==> src/rtl/lra_pkg.sv <==
// ----------------------------------------------------------------------------
// lra_pkg
// Shared widths, register indexes and result type of the linear scan
// register allocator core.
// ----------------------------------------------------------------------------
package lra_pkg;

  // Register pool.
  localparam int MaxRegs  = 8;
  localparam int PosW     = (MaxRegs > 1) ? $clog2(MaxRegs) : 1;
  localparam int NrW      = $clog2(MaxRegs + 1);

  // Field widths.
  localparam int TempW    = 12;
  localparam int PointW   = 17;
  localparam int EndW     = 16;
  localparam int CntW     = 13;
  localparam int RegIdxW  = 4;
  localparam int OffW     = 16;
  localparam int SizeW    = 5;
  localparam int FirstW   = 3;
  localparam int NumW     = 4;

  // Stream data widths, rounded up to whole bytes.
  localparam int InDataW  = 48;
  localparam int OutDataW = 48;
  localparam int OutPadW  = OutDataW - (TempW + 1 + RegIdxW + OffW + CntW);

  // Configuration port.
  localparam int CfgIdxW  = 2;
  localparam int CfgDataW = 5;

  typedef enum logic [CfgIdxW-1:0] {
    CfgNumRegs   = 2'd0,
    CfgFirstReg  = 2'd1,
    CfgSpillSize = 2'd2
  } cfg_reg_e;

  localparam logic [NumW-1:0]   ResetNumRegs   = 4'd5;
  localparam logic [FirstW-1:0] ResetFirstReg  = 3'd0;
  localparam logic [SizeW-1:0]  ResetSpillSize = 5'd8;

  // Result queue.
  localparam int FifoDepth = 4;
  localparam int FifoPtrW  = $clog2(FifoDepth);
  localparam int FifoCntW  = $clog2(FifoDepth + 1);

  typedef struct packed {
    logic [TempW-1:0]   temp;
    logic               spilled;
    logic [RegIdxW-1:0] reg_idx;
    logic [OffW-1:0]    offset;
    logic               summary;
    logic [CntW-1:0]    total;
    logic               last;
  } result_t;

endpackage

==> src/rtl/linear_scan_register_allocator_core.sv <==
// ----------------------------------------------------------------------------
// linear_scan_register_allocator_core
// Streaming linear scan register allocator for one register class.
// ----------------------------------------------------------------------------
// Live intervals enter on the s_axis request channel, sorted by start and then
// by end; tuser set marks a finish request. Placements leave on m_axis: one
// result per interval, two when a holder is evicted (the new interval in the
// freed register, then the evicted temp as spilled, with tlast on the second),
// one summary per finish request, none for an ignored interval.
// An accepted request updates the allocator state and queues its results at the
// accepting clock edge. One request is accepted every cycle while s_axis_tready
// is high; the rate is bounded only by the output side, which moves one result
// per cycle while m_axis_tready is high, so an eviction pays for both results.
// Results wait in a four-entry queue; s_axis_tready drops while fewer than two
// entries are free, so a stalled receiver holds back the input side without
// losing results. The config channel is always ready and must only be written
// while the block is idle.
// Reset clears the busy bits, both counters and the queue, and loads the
// register defaults: five registers, first register 0, eight-byte slots.
// ----------------------------------------------------------------------------
module linear_scan_register_allocator_core
  import lra_pkg::*;
(
  input  logic                clk_i,
  input  logic                rst_ni,
  // Configuration writes.
  input  logic                cfg_valid_i,
  output logic                cfg_ready_o,
  input  logic [CfgIdxW-1:0]  cfg_index_i,
  input  logic [CfgDataW-1:0] cfg_data_i,
  // Interval requests.
  input  logic                s_axis_tvalid,
  output logic                s_axis_tready,
  // temp[11:0], in_class[12], def_point[29:13], use_point[46:30], spill_req[47]
  input  logic [InDataW-1:0]  s_axis_tdata,
  // kind[0]
  input  logic                s_axis_tuser,
  // Placement results.
  output logic                m_axis_tvalid,
  input  logic                m_axis_tready,
  // result_temp[11:0], spilled[12], reg_index[16:13], spill_offset[32:17],
  // total_spills[45:33], zero[47:46]
  output logic [OutDataW-1:0] m_axis_tdata,
  // is_summary[0]
  output logic                m_axis_tuser,
  output logic                m_axis_tlast
);

  // Configuration registers.
  logic [NumW-1:0]   num_regs_q, num_regs_d;
  logic [FirstW-1:0] first_reg_q, first_reg_d;
  logic [SizeW-1:0]  spill_size_q, spill_size_d;

  // Allocator state.
  logic [MaxRegs-1:0] busy_q, busy_d;
  logic [EndW-1:0]    end_q   [MaxRegs];
  logic [TempW-1:0]   temp_q  [MaxRegs];
  logic [CntW-1:0]    order_q [MaxRegs];
  logic [CntW-1:0]    insert_q, insert_d;
  logic [CntW-1:0]    spill_q, spill_d;

  // Holder write.
  logic            hw_en;
  logic [PosW-1:0] hw_idx;

  // Result queue.
  result_t              fifo_q [FifoDepth];
  logic [FifoPtrW-1:0]  wr_ptr_q, wr_ptr_d, rd_ptr_q, rd_ptr_d, wr_ptr_nxt;
  logic [FifoCntW-1:0]  cnt_q, cnt_d;
  logic                 push0, push1, pop;
  result_t              res0, res1, head;

  // Request fields.
  logic               accept;
  logic               kind;
  logic [TempW-1:0]   in_temp;
  logic               in_class;
  logic [PointW-1:0]  def_point, use_point;
  logic               spill_req;
  logic [EndW-1:0]    start_pos, end_pos;

  // Decision logic.
  logic [MaxRegs-1:0] busy_rel, elig;
  logic [NrW-1:0]     nr;
  logic               found;
  logic [PosW-1:0]    free_pos;
  logic               have;
  logic [PosW-1:0]    best_pos;
  logic [EndW-1:0]    best_end;
  logic [CntW-1:0]    best_age;
  logic [CntW-1:0]    age;
  logic               evict_ok;
  logic [17:0]        slot_prod;
  logic [OffW-1:0]    slot_off;
  logic [CntW-1:0]    spill_inc;

  assign kind      = s_axis_tuser;
  assign in_temp   = s_axis_tdata[11:0];
  assign in_class  = s_axis_tdata[12];
  assign def_point = s_axis_tdata[29:13];
  assign use_point = s_axis_tdata[46:30];
  assign spill_req = s_axis_tdata[47];

  assign s_axis_tready = (cnt_q <= FifoCntW'(FifoDepth - 2));
  assign accept        = s_axis_tvalid && s_axis_tready;
  assign cfg_ready_o   = 1'b1;

  // An interval ends at the later of its last use and its definition.
  assign start_pos = def_point[EndW-1:0];
  assign end_pos   = ($signed(use_point) >= $signed(def_point)) ? use_point[EndW-1:0]
                                                                : def_point[EndW-1:0];

  assign nr = (num_regs_q > NumW'(MaxRegs)) ? NrW'(MaxRegs) : NrW'(num_regs_q);

  assign slot_prod = 18'(spill_q) * 18'(spill_size_q);
  assign slot_off  = slot_prod[OffW-1:0];
  assign spill_inc = spill_q + CntW'(1);

  // Release expired holders, then look for the lowest free position.
  always_comb begin
    busy_rel = busy_q;
    elig     = '0;
    found    = 1'b0;
    free_pos = '0;
    for (int k = 0; k < MaxRegs; k++) begin
      if (busy_q[k] && (end_q[k] < start_pos)) busy_rel[k] = 1'b0;
      elig[k] = (NrW'(k) < nr);
    end
    for (int k = MaxRegs - 1; k >= 0; k--) begin
      if (elig[k] && !busy_rel[k]) begin
        found    = 1'b1;
        free_pos = PosW'(k);
      end
    end
  end

  // Eviction candidate: largest end, youngest among equal ends, lowest
  // position among full ties.
  always_comb begin
    have     = 1'b0;
    best_pos = '0;
    best_end = '0;
    best_age = '0;
    age      = '0;
    for (int k = 0; k < MaxRegs; k++) begin
      age = insert_q - order_q[k];
      if (elig[k] && (!have || (end_q[k] > best_end) ||
                      ((end_q[k] == best_end) && (age < best_age)))) begin
        have     = 1'b1;
        best_pos = PosW'(k);
        best_end = end_q[k];
        best_age = age;
      end
    end
  end

  assign evict_ok = have && (best_end > end_pos);

  // Request handling.
  always_comb begin
    busy_d   = busy_q;
    insert_d = insert_q;
    spill_d  = spill_q;
    hw_en    = 1'b0;
    hw_idx   = '0;
    push0    = 1'b0;
    push1    = 1'b0;
    res0     = '0;
    res1     = '0;
    if (accept) begin
      if (kind) begin
        push0        = 1'b1;
        res0.summary = 1'b1;
        res0.total   = spill_q;
        res0.last    = 1'b1;
        busy_d       = '0;
        insert_d     = '0;
        spill_d      = '0;
      end else if (in_class && !def_point[PointW-1]) begin
        busy_d    = busy_rel;
        push0     = 1'b1;
        res0.temp = in_temp;
        res0.last = 1'b1;
        if (spill_req || (nr == '0)) begin
          res0.spilled = 1'b1;
          res0.offset  = slot_off;
          res0.total   = spill_inc;
          spill_d      = spill_inc;
        end else if (found) begin
          busy_d[free_pos] = 1'b1;
          hw_en            = 1'b1;
          hw_idx           = free_pos;
          insert_d         = insert_q + CntW'(1);
          res0.reg_idx     = RegIdxW'(first_reg_q) + RegIdxW'(free_pos);
          res0.total       = spill_q;
        end else if (evict_ok) begin
          hw_en        = 1'b1;
          hw_idx       = best_pos;
          insert_d     = insert_q + CntW'(1);
          spill_d      = spill_inc;
          res0.reg_idx = RegIdxW'(first_reg_q) + RegIdxW'(best_pos);
          res0.total   = spill_inc;
          res0.last    = 1'b0;
          push1        = 1'b1;
          res1.temp    = temp_q[best_pos];
          res1.spilled = 1'b1;
          res1.offset  = slot_off;
          res1.total   = spill_inc;
          res1.last    = 1'b1;
        end else begin
          res0.spilled = 1'b1;
          res0.offset  = slot_off;
          res0.total   = spill_inc;
          spill_d      = spill_inc;
        end
      end
    end
  end

  // Configuration writes.
  always_comb begin
    num_regs_d   = num_regs_q;
    first_reg_d  = first_reg_q;
    spill_size_d = spill_size_q;
    if (cfg_valid_i) begin
      case (cfg_reg_e'(cfg_index_i))
        CfgNumRegs:   num_regs_d   = cfg_data_i[NumW-1:0];
        CfgFirstReg:  first_reg_d  = cfg_data_i[FirstW-1:0];
        CfgSpillSize: spill_size_d = cfg_data_i[SizeW-1:0];
        default: ;
      endcase
    end
  end

  // Queue pointers.
  assign pop        = m_axis_tvalid && m_axis_tready;
  assign wr_ptr_nxt = wr_ptr_q + FifoPtrW'(1);
  assign wr_ptr_d   = wr_ptr_q + FifoPtrW'(push0) + FifoPtrW'(push1);
  assign rd_ptr_d   = rd_ptr_q + FifoPtrW'(pop);
  assign cnt_d      = cnt_q + FifoCntW'(push0) + FifoCntW'(push1) - FifoCntW'(pop);

  always_ff @(posedge clk_i or negedge rst_ni) begin
    if (!rst_ni) begin
      num_regs_q   <= ResetNumRegs;
      first_reg_q  <= ResetFirstReg;
      spill_size_q <= ResetSpillSize;
      busy_q       <= '0;
      insert_q     <= '0;
      spill_q      <= '0;
      wr_ptr_q     <= '0;
      rd_ptr_q     <= '0;
      cnt_q        <= '0;
    end else begin
      num_regs_q   <= num_regs_d;
      first_reg_q  <= first_reg_d;
      spill_size_q <= spill_size_d;
      busy_q       <= busy_d;
      insert_q     <= insert_d;
      spill_q      <= spill_d;
      wr_ptr_q     <= wr_ptr_d;
      rd_ptr_q     <= rd_ptr_d;
      cnt_q        <= cnt_d;
    end
  end

  always_ff @(posedge clk_i) begin
    if (hw_en) begin
      end_q[hw_idx]   <= end_pos;
      temp_q[hw_idx]  <= in_temp;
      order_q[hw_idx] <= insert_q;
    end
    for (int i = 0; i < FifoDepth; i++) begin
      if (push0 && (wr_ptr_q == FifoPtrW'(i))) begin
        fifo_q[i] <= res0;
      end else if (push1 && (wr_ptr_nxt == FifoPtrW'(i))) begin
        fifo_q[i] <= res1;
      end
    end
  end

  assign head          = fifo_q[rd_ptr_q];
  assign m_axis_tvalid = (cnt_q != '0);
  assign m_axis_tdata  = {{OutPadW{1'b0}}, head.total, head.offset, head.reg_idx,
                          head.spilled, head.temp};
  assign m_axis_tuser  = head.summary;
  assign m_axis_tlast  = head.last;

endmodule

==> config.mk <==
export PLATFORM = sky130hd
export DESIGN_NAME = linear_scan_register_allocator_core
export DESIGN_NICKNAME = d
export VERILOG_FILES = /design/src/rtl/lra_pkg.sv /design/src/rtl/linear_scan_register_allocator_core.sv
export SDC_FILE = /design/constraint.sdc
export NUM_CORES = 2
export LEC_CHECK = 0
export BUFFER_PORTS_ARGS = -buffer_cell sky130_fd_sc_hd__buf_2
export CORE_MARGIN = 2
export CORE_UTILIZATION = 25
export CTS_CLUSTER_DIAMETER = 30
export DETAILED_ROUTE_END_ITERATION = 16
export PLACE_DENSITY = 0.36
export SETUP_SLACK_MARGIN = 0.3
export SYNTH_ARGS = -nofsm -noshare
export SYNTH_HDL_FRONTEND = slang
export SYNTH_SLANG_ARGS = --single-unit
==> constraint.sdc <==
create_clock -name clk_i -period 54.7 [get_ports clk_i]
set_input_delay 2.735 -clock clk_i [delete_from_list [all_inputs] [get_ports clk_i]]
set_output_delay 2.735 -clock clk_i [all_outputs]
set_load 0.02 [all_outputs]
After elaboration in Yosys (flattened, before gate mapping) --
Memories as Yosys holds them, arrays and structs flattened. Index checks and enable logic that the tools add are counted.
Operators by class: $add $sub $neg 19, multiply operators 1, divide/modulo/power cells 0, order comparisons 36, equal/unequal tests 16, shift operators 0, muxes and demuxes 158, bitwise operators 5, reduce and logical (&&, ||, !) cells 88
Operators by type and width (count):
- $mux 48 | 7
- $mux 16 | 18
- $mux 13 | 22
- $gt 16x16->1 | 8
- $lt 16x16->1 | 8
- $eq 16x16->1 | 7
- $mux 14 | 8
- $sub 13x13->13 | 8
- $reduce_or 48->1 | 2
- $lt 13x13->1 | 7
- $mux 1 | 70
- $mux 33 | 2
- $mux 3 | 20
- $logic_and 1x1->1 | 43
- $mux 8 | 4
- $add 13x1->13 const B | 2
- $ge 17x17->1 | 1
- $logic_not 1->1 | 16
- $lt 3x4->1 const A | 4
- $mul 13x5->16 | 1
- $mux 4 | 4
- $logic_or 1x1->1 | 15
- $eq 2x2->1 const B | 5
- $add 3x3->4 | 2
- 22 further kinds | 39
Word-level totals: bits in registers 53, latch bits 0, memory bits (writable) 520, memory bits (read-only) 0, input port bits 61, output and inout port bits 53, word-level logic and storage cells 336, memories kept 4
Memory list:
- fifo_q | depth 4, width 48, rd ports 1, clocked after Yosys merged registers in 0, write ports 2, line linear_scan_register_allocator_core.sv:67 | result_t fifo_q [FifoDepth];
- end_q | depth 8, width 16, rd ports 8, clocked after Yosys merged registers in 0, write ports 1, line linear_scan_register_allocator_core.sv:56 | logic [EndW-1:0] end_q [MaxRegs];
- order_q | depth 8, width 13, rd ports 8, clocked after Yosys merged registers in 0, write ports 1, line linear_scan_register_allocator_core.sv:58 | logic [CntW-1:0] order_q [MaxRegs];
- temp_q | depth 8, width 12, rd ports 1, clocked after Yosys merged registers in 0, write ports 1, line linear_scan_register_allocator_core.sv:57 | logic [TempW-1:0] temp_q [MaxRegs];

Depth between registers and ports, before layout --
depth in word-level cells 54, depth in mapped cells 126, depth with buffers taken out 112

Worst setup path before layout --
OpenSTA, ideal clock, no wires.
kind register to register, from register insert_q[1], to memory end_q[6][0] (enable), setup time 0.491 ns, arrival 24.758 ns, required time 54.209 ns, slack 29.451 ns, stages on the path, launching flop included 114, path buffers 16, clock period less this slack 25.249 ns, path through dfrtp_1 inv_1 fa_1 nor2b_1 o21ai_0 a21boi_0 o21ai_0 a21boi_0 o21ai_0 nand2b_1 xor2_1 ha_1 a21oi_1 o21ai_0 or4_1 a31oi_1 a21o_1 clkbuf_1 [78 not listed] nand2_1 o21ai_1 ha_1 nor2b_1 o21a_1 o21a_1 o21a_1 o21a_1 o21a_1 o21a_1 o21ai_0 a21oi_1 o21ai_1 nor2_1 and2_1 a22oi_1 o211ai_1 nor3_1
On the way: longest elaborated chain between the ends 47, elaborated cells between the ends (all ways) 104, those cells by class add/sub (8); order compare (14); eq/ne (6); mux (42); reduce/logical (34)
Ends and longest elaborated chain:
- start: declaration | line linear_scan_register_allocator_core.sv:59 | logic [CntW-1:0] insert_q, insert_d;
- start signal: assignment | line linear_scan_register_allocator_core.sv:258 | insert_q <= insert_d;
- $sub 13x13->13 | line linear_scan_register_allocator_core.sv:146 | age = insert_q - order_q[k];
- $mux 13 | line linear_scan_register_allocator_core.sv:147 | if (elig[k] && (!have || (end_q[k] > best_end) ||
- $lt 13x13->1 | line linear_scan_register_allocator_core.sv:148 | ((end_q[k] == best_end) && (age < best_age)))) begin
- $logic_and 1x1->1 | line linear_scan_register_allocator_core.sv:148
- $logic_or 1x1->1 | line linear_scan_register_allocator_core.sv:147
- $logic_and 1x1->1 | line linear_scan_register_allocator_core.sv:147
- $mux 16, or another cell as far along | line linear_scan_register_allocator_core.sv:147
- $gt 16x16->1, or another cell as far along | line linear_scan_register_allocator_core.sv:147
- [31 not listed]
- $mux 1 | line linear_scan_register_allocator_core.sv:196 | end else if (evict_ok) begin
- $mux 1 | line linear_scan_register_allocator_core.sv:189 | end else if (found) begin
- $mux 1 | line linear_scan_register_allocator_core.sv:184 | if (spill_req || (nr == '0)) begin
- $mux 1 | line linear_scan_register_allocator_core.sv:179 | end else if (in_class && !def_point[PointW-1]) begin
- $mux 1 | line linear_scan_register_allocator_core.sv:171 | if (kind) begin
- $mux 1 | line linear_scan_register_allocator_core.sv:170 | if (accept) begin
- $mux 1 | line linear_scan_register_allocator_core.sv:267 | if (hw_en) begin
- $mux 1 (implied by the code) | line linear_scan_register_allocator_core.sv:268 | end_q[hw_idx] <= end_pos;
- end: declaration | line linear_scan_register_allocator_core.sv:56
Several ways; a longest one is shown, not always the timed one.

Worst setup path in the final report --
from register insert_q[0], to memory order_q[0][11] (enable)
On the way: longest elaborated chain between the ends 47, elaborated cells between the ends (all ways) 104, those cells by class add/sub (8); order compare (14); eq/ne (6); mux (42); reduce/logical (34)
Ends and longest elaborated chain:
- $sub 13x13->13 | line linear_scan_register_allocator_core.sv:146
- $mux 13 | line linear_scan_register_allocator_core.sv:147
- $lt 13x13->1 | line linear_scan_register_allocator_core.sv:148
- $logic_and 1x1->1 | line linear_scan_register_allocator_core.sv:148
- $logic_or 1x1->1 | line linear_scan_register_allocator_core.sv:147
- $logic_and 1x1->1 | line linear_scan_register_allocator_core.sv:147
- $mux 16, or another cell as far along | line linear_scan_register_allocator_core.sv:147
- $gt 16x16->1, or another cell as far along | line linear_scan_register_allocator_core.sv:147
- [31 not listed]
- $mux 1 | line linear_scan_register_allocator_core.sv:196
- $mux 1 | line linear_scan_register_allocator_core.sv:189
- $mux 1 | line linear_scan_register_allocator_core.sv:184
- $mux 1 | line linear_scan_register_allocator_core.sv:179
- $mux 1 | line linear_scan_register_allocator_core.sv:171
- $mux 1 | line linear_scan_register_allocator_core.sv:170
- $mux 1 | line linear_scan_register_allocator_core.sv:267
- $mux 1 (implied by the code) | line linear_scan_register_allocator_core.sv:270 | order_q[hw_idx] <= insert_q;
- end: declaration | line linear_scan_register_allocator_core.sv:58
Several ways; a longest one is shown, not always the timed one.

==> flow_metrics.tcl <==
set metrics [dict create \
    cts_tree "done" \
    numClockSinks 573 \
    synth_edf_count 515 \
    viasPerCell 4.72 \
    gr-total-overflow 0 \
    antenna_found_initial 6 \
    synthCells 3616 \
    gp_congestion 0.828 \
    drc_errors 0 \
    start_util 0.252 \
    dp.cells 5709 \
    final_cell_mix "edfxtp_1 (515), ha_1 (477), inv_1 (334), nand2_1 (281), nor2_1 (245)" \
    die_y_um 398 \
    ys_async_sr_fraction 0.0925 \
    cts_buffer_depth 3 \
    synth_ff_type "edfxtp_1" \
    post-cts-setup-buffers 0 \
    worstMarginPinSlew_ps 1330 \
    critical_path_class "reg -> reg" \
    cts_hold_buf 0 \
    finalClockSkew_ps 57.9 \
    drt-total-wl_mm 134 \
    drt_iter0_drc 1687 \
    core_region_area_mm2 0.154 \
    relSlewSlack 0.0891 \
    drtAntennaViolNets 0 \
    ys_types 92 \
    max_freq_mhz 34.1 \
    irDropWorstVdd_uv 25.5 \
    root_buffer "clkbuf_16" \
    grt_pass1_wl_mm 200 \
    path_max_fanout 58 \
    fin_tns_setup_ps 0 \
    whs_ps 458 \
    via_count 28600 \
    final.min_clock_period_ps 29290 \
    die-area_mm2 0.158 \
    power_per_cell_area_mw_per_mm2 54.5 \
    critPathSlowestCell "o21ai_4" \
    final_common_cell "edfxtp_1" \
    port_buffers 110 \
    yosys_warnings 0 \
    grt_usage 0.171 \
    grt_pass1_vias 29900 \
    place_hpwl_mm 98.2 \
    hold_class "reg -> reg" \
    avgSynthCellArea_um2 10.7 \
    die_w_um 398 \
    seq_area_frac_synth 0.435 \
    grt_max_degree 59 \
    finalPower_w 0.00265 \
    syn2layout_area_growth_pct 25.1 \
    ys_ff_latch 573 \
    cp.required_ps 55100 \
    drt_first_pass_iters 7 \
    layout.cells.non_filler 6054 \
    num_rows 144 \
    wl_per_cell_um 22.2 \
    arrival_ps 29690 \
    cts_made_buffers 185 \
    critPathMaxStageDelay_ps 970 \
    setup_viol 0 \
    drive_above_1_share 0.158 \
    rsz0062_at_grt "no" \
    worstSetupEndpointType "register" \
    p_leak_nw 20.3 \
    mappedNetlistArea_mm2 0.0388 \
    drv_slew 0 \
    htreeDepth 4 \
    clk_pin_slew_ps 40 \
    status "completed" \
    drv_cap 0 \
    post_cts_resized 0 \
    pin_count 114 \
    finalHoldViolations 0 \
    critPathLaunchType "register" \
    insertion_delay_ps 810 \
    period_share 0.535 \
    nets 4435 \
    critPathMostFrequentCell "o21a_1" \
]
-- layout make-up --
type,instances,area [um^2]
fill,15800,105000
multi-input combinational,2583,20300
sequential,573,16900
clock buffer,227,4870
tap,2044,2560
clock inverter,117,1680
inverter,336,1260
timing repair buffer,173,1030
antenna,1,2.50
-- metal layers --
metal  track usage  vias up  part of all wire
li1              -    13800                 -
met1         0.239    13900              0.48
met2         0.270      641              0.45
met3        0.0263      177             0.040
met4        0.0547        2             0.023
met5             0        -          0.000052
-- worst max-delay path: cells and delay by family (launching register included) --
family | cells | cell delay [ps]
mux | 2 | 760
buf+inv | 9 | 1720
fa+ha+maj | 10 | 3230
flops | 1 | 530
compound gates | 46 | 11870
simple gates | 37 | 10240
xor+xnor | 1 | 230
-- cell usage after synthesis (8+ instances only) --
| master | n | area [um^2] |
|---|---|---|
| edfxtp_1 | 515 | 15500 |
| ha_1 | 477 | 5970 |
| inv_1 | 335 | 1260 |
| nand2_1 | 282 | 1060 |
| nor2_1 | 253 | 950 |
| a21oi_1 | 190 | 951 |
| o21ai_0 | 188 | 941 |
| a21o_1 | 107 | 803 |
| clkbuf_1 | 82 | 308 |
| nand3_1 | 78 | 390 |
| o21ai_1 | 69 | 345 |
| xnor2_1 | 67 | 587 |
| o21a_1 | 63 | 473 |
| nor2b_1 | 54 | 338 |
| xor2_1 | 54 | 473 |
| mux2_2 | 52 | 586 |
| a31oi_1 | 51 | 319 |
| dfrtp_1 | 50 | 1250 |
| mux2i_1 | 49 | 490 |
| nand4_1 | 49 | 307 |
| mux4_2 | 48 | 1080 |
| fa_1 | 45 | 901 |
| and2_1 | 38 | 238 |
| nor3_1 | 32 | 160 |
| nand2b_1 | 31 | 194 |
| o21bai_1 | 20 | 150 |
| and3_1 | 19 | 119 |
| a211oi_1 | 18 | 135 |
| a21boi_0 | 18 | 135 |
| buf_1 | 18 | 67.6 |
| buf_2 | 17 | 85.1 |
| o211ai_1 | 15 | 113 |
| nor4_1 | 14 | 87.6 |
| a22o_1 | 13 | 114 |
| mux2_1 | 13 | 146 |
| o221ai_1 | 13 | 114 |
| a2111oi_0 | 11 | 96.3 |
| o221a_2 | 11 | 124 |
| or3_1 | 11 | 68.8 |
| or2_2 | 8 | 50.1 |
| or4_1 | 8 | 60.1 |
-- per-stage QoR --
stage                     worst slack, ps  utilization  area [um^2]
final                               25410        0.315        48600
after global routing                22790        0.315        48600
after CTS                           25500        0.315        48600
after detailed placement            25730        0.273        42000
after global placement              26060        0.273        42000
after floorplan                     29450            -        38800
-- registers in the layout, summed over array words and instances, names as in the netlist --
signal	count
num_regs_q	4
wr_ptr_q	2
rd_ptr_q	2
spill_q	13
spill_size_q	5
fifo_q	192
insert_q	13
busy_q	8
end_q	128
first_reg_q	3
cnt_q	3
order_q	104
temp_q	96
-- worst paths after layout --
kind	startpoint	endpoint	slack, ps	depth (start not counted)
worst max-delay path	insert_q[0]$_DFFE_PN0P_	order_q[0][11]$_DFFE_PP_	25410	105
worst min-delay path	fifo_q[2][34]$_SDFFE_PP0P_	fifo_q[2][34]$_SDFFE_PP0P_	460	2
worst max register to register	insert_q[0]$_DFFE_PN0P_	order_q[0][11]$_DFFE_PP_	25410	105
worst min register to register	fifo_q[2][34]$_SDFFE_PP0P_	fifo_q[2][34]$_SDFFE_PP0P_	460	2
max in group asynchronous	rst_ni	rd_ptr_q[0]$_DFF_PN0_	51840	2
min in group asynchronous	rst_ni	spill_q[1]$_DFFE_PN0P_	1890	1
-- cells by family after synthesis --
family	synth area share
and+or+nand+nor	0.108
AOI/OAI and AO/OA	0.145
DFF	0.435
adders and majority gates	0.177
buffers and inverters	0.0462
muxes	0.0609
xor gates and xnor gates	0.0273
other	0.000194
-- power by group --
group	switching (W)	internal (W)	leakage, nW
Clock	0.000325	0.000771	3.14
Sequential	0.0000301	0.000509	5.38
Combinational	0.000632	0.000381	11.8
Power figures use the tool's default switching activity.
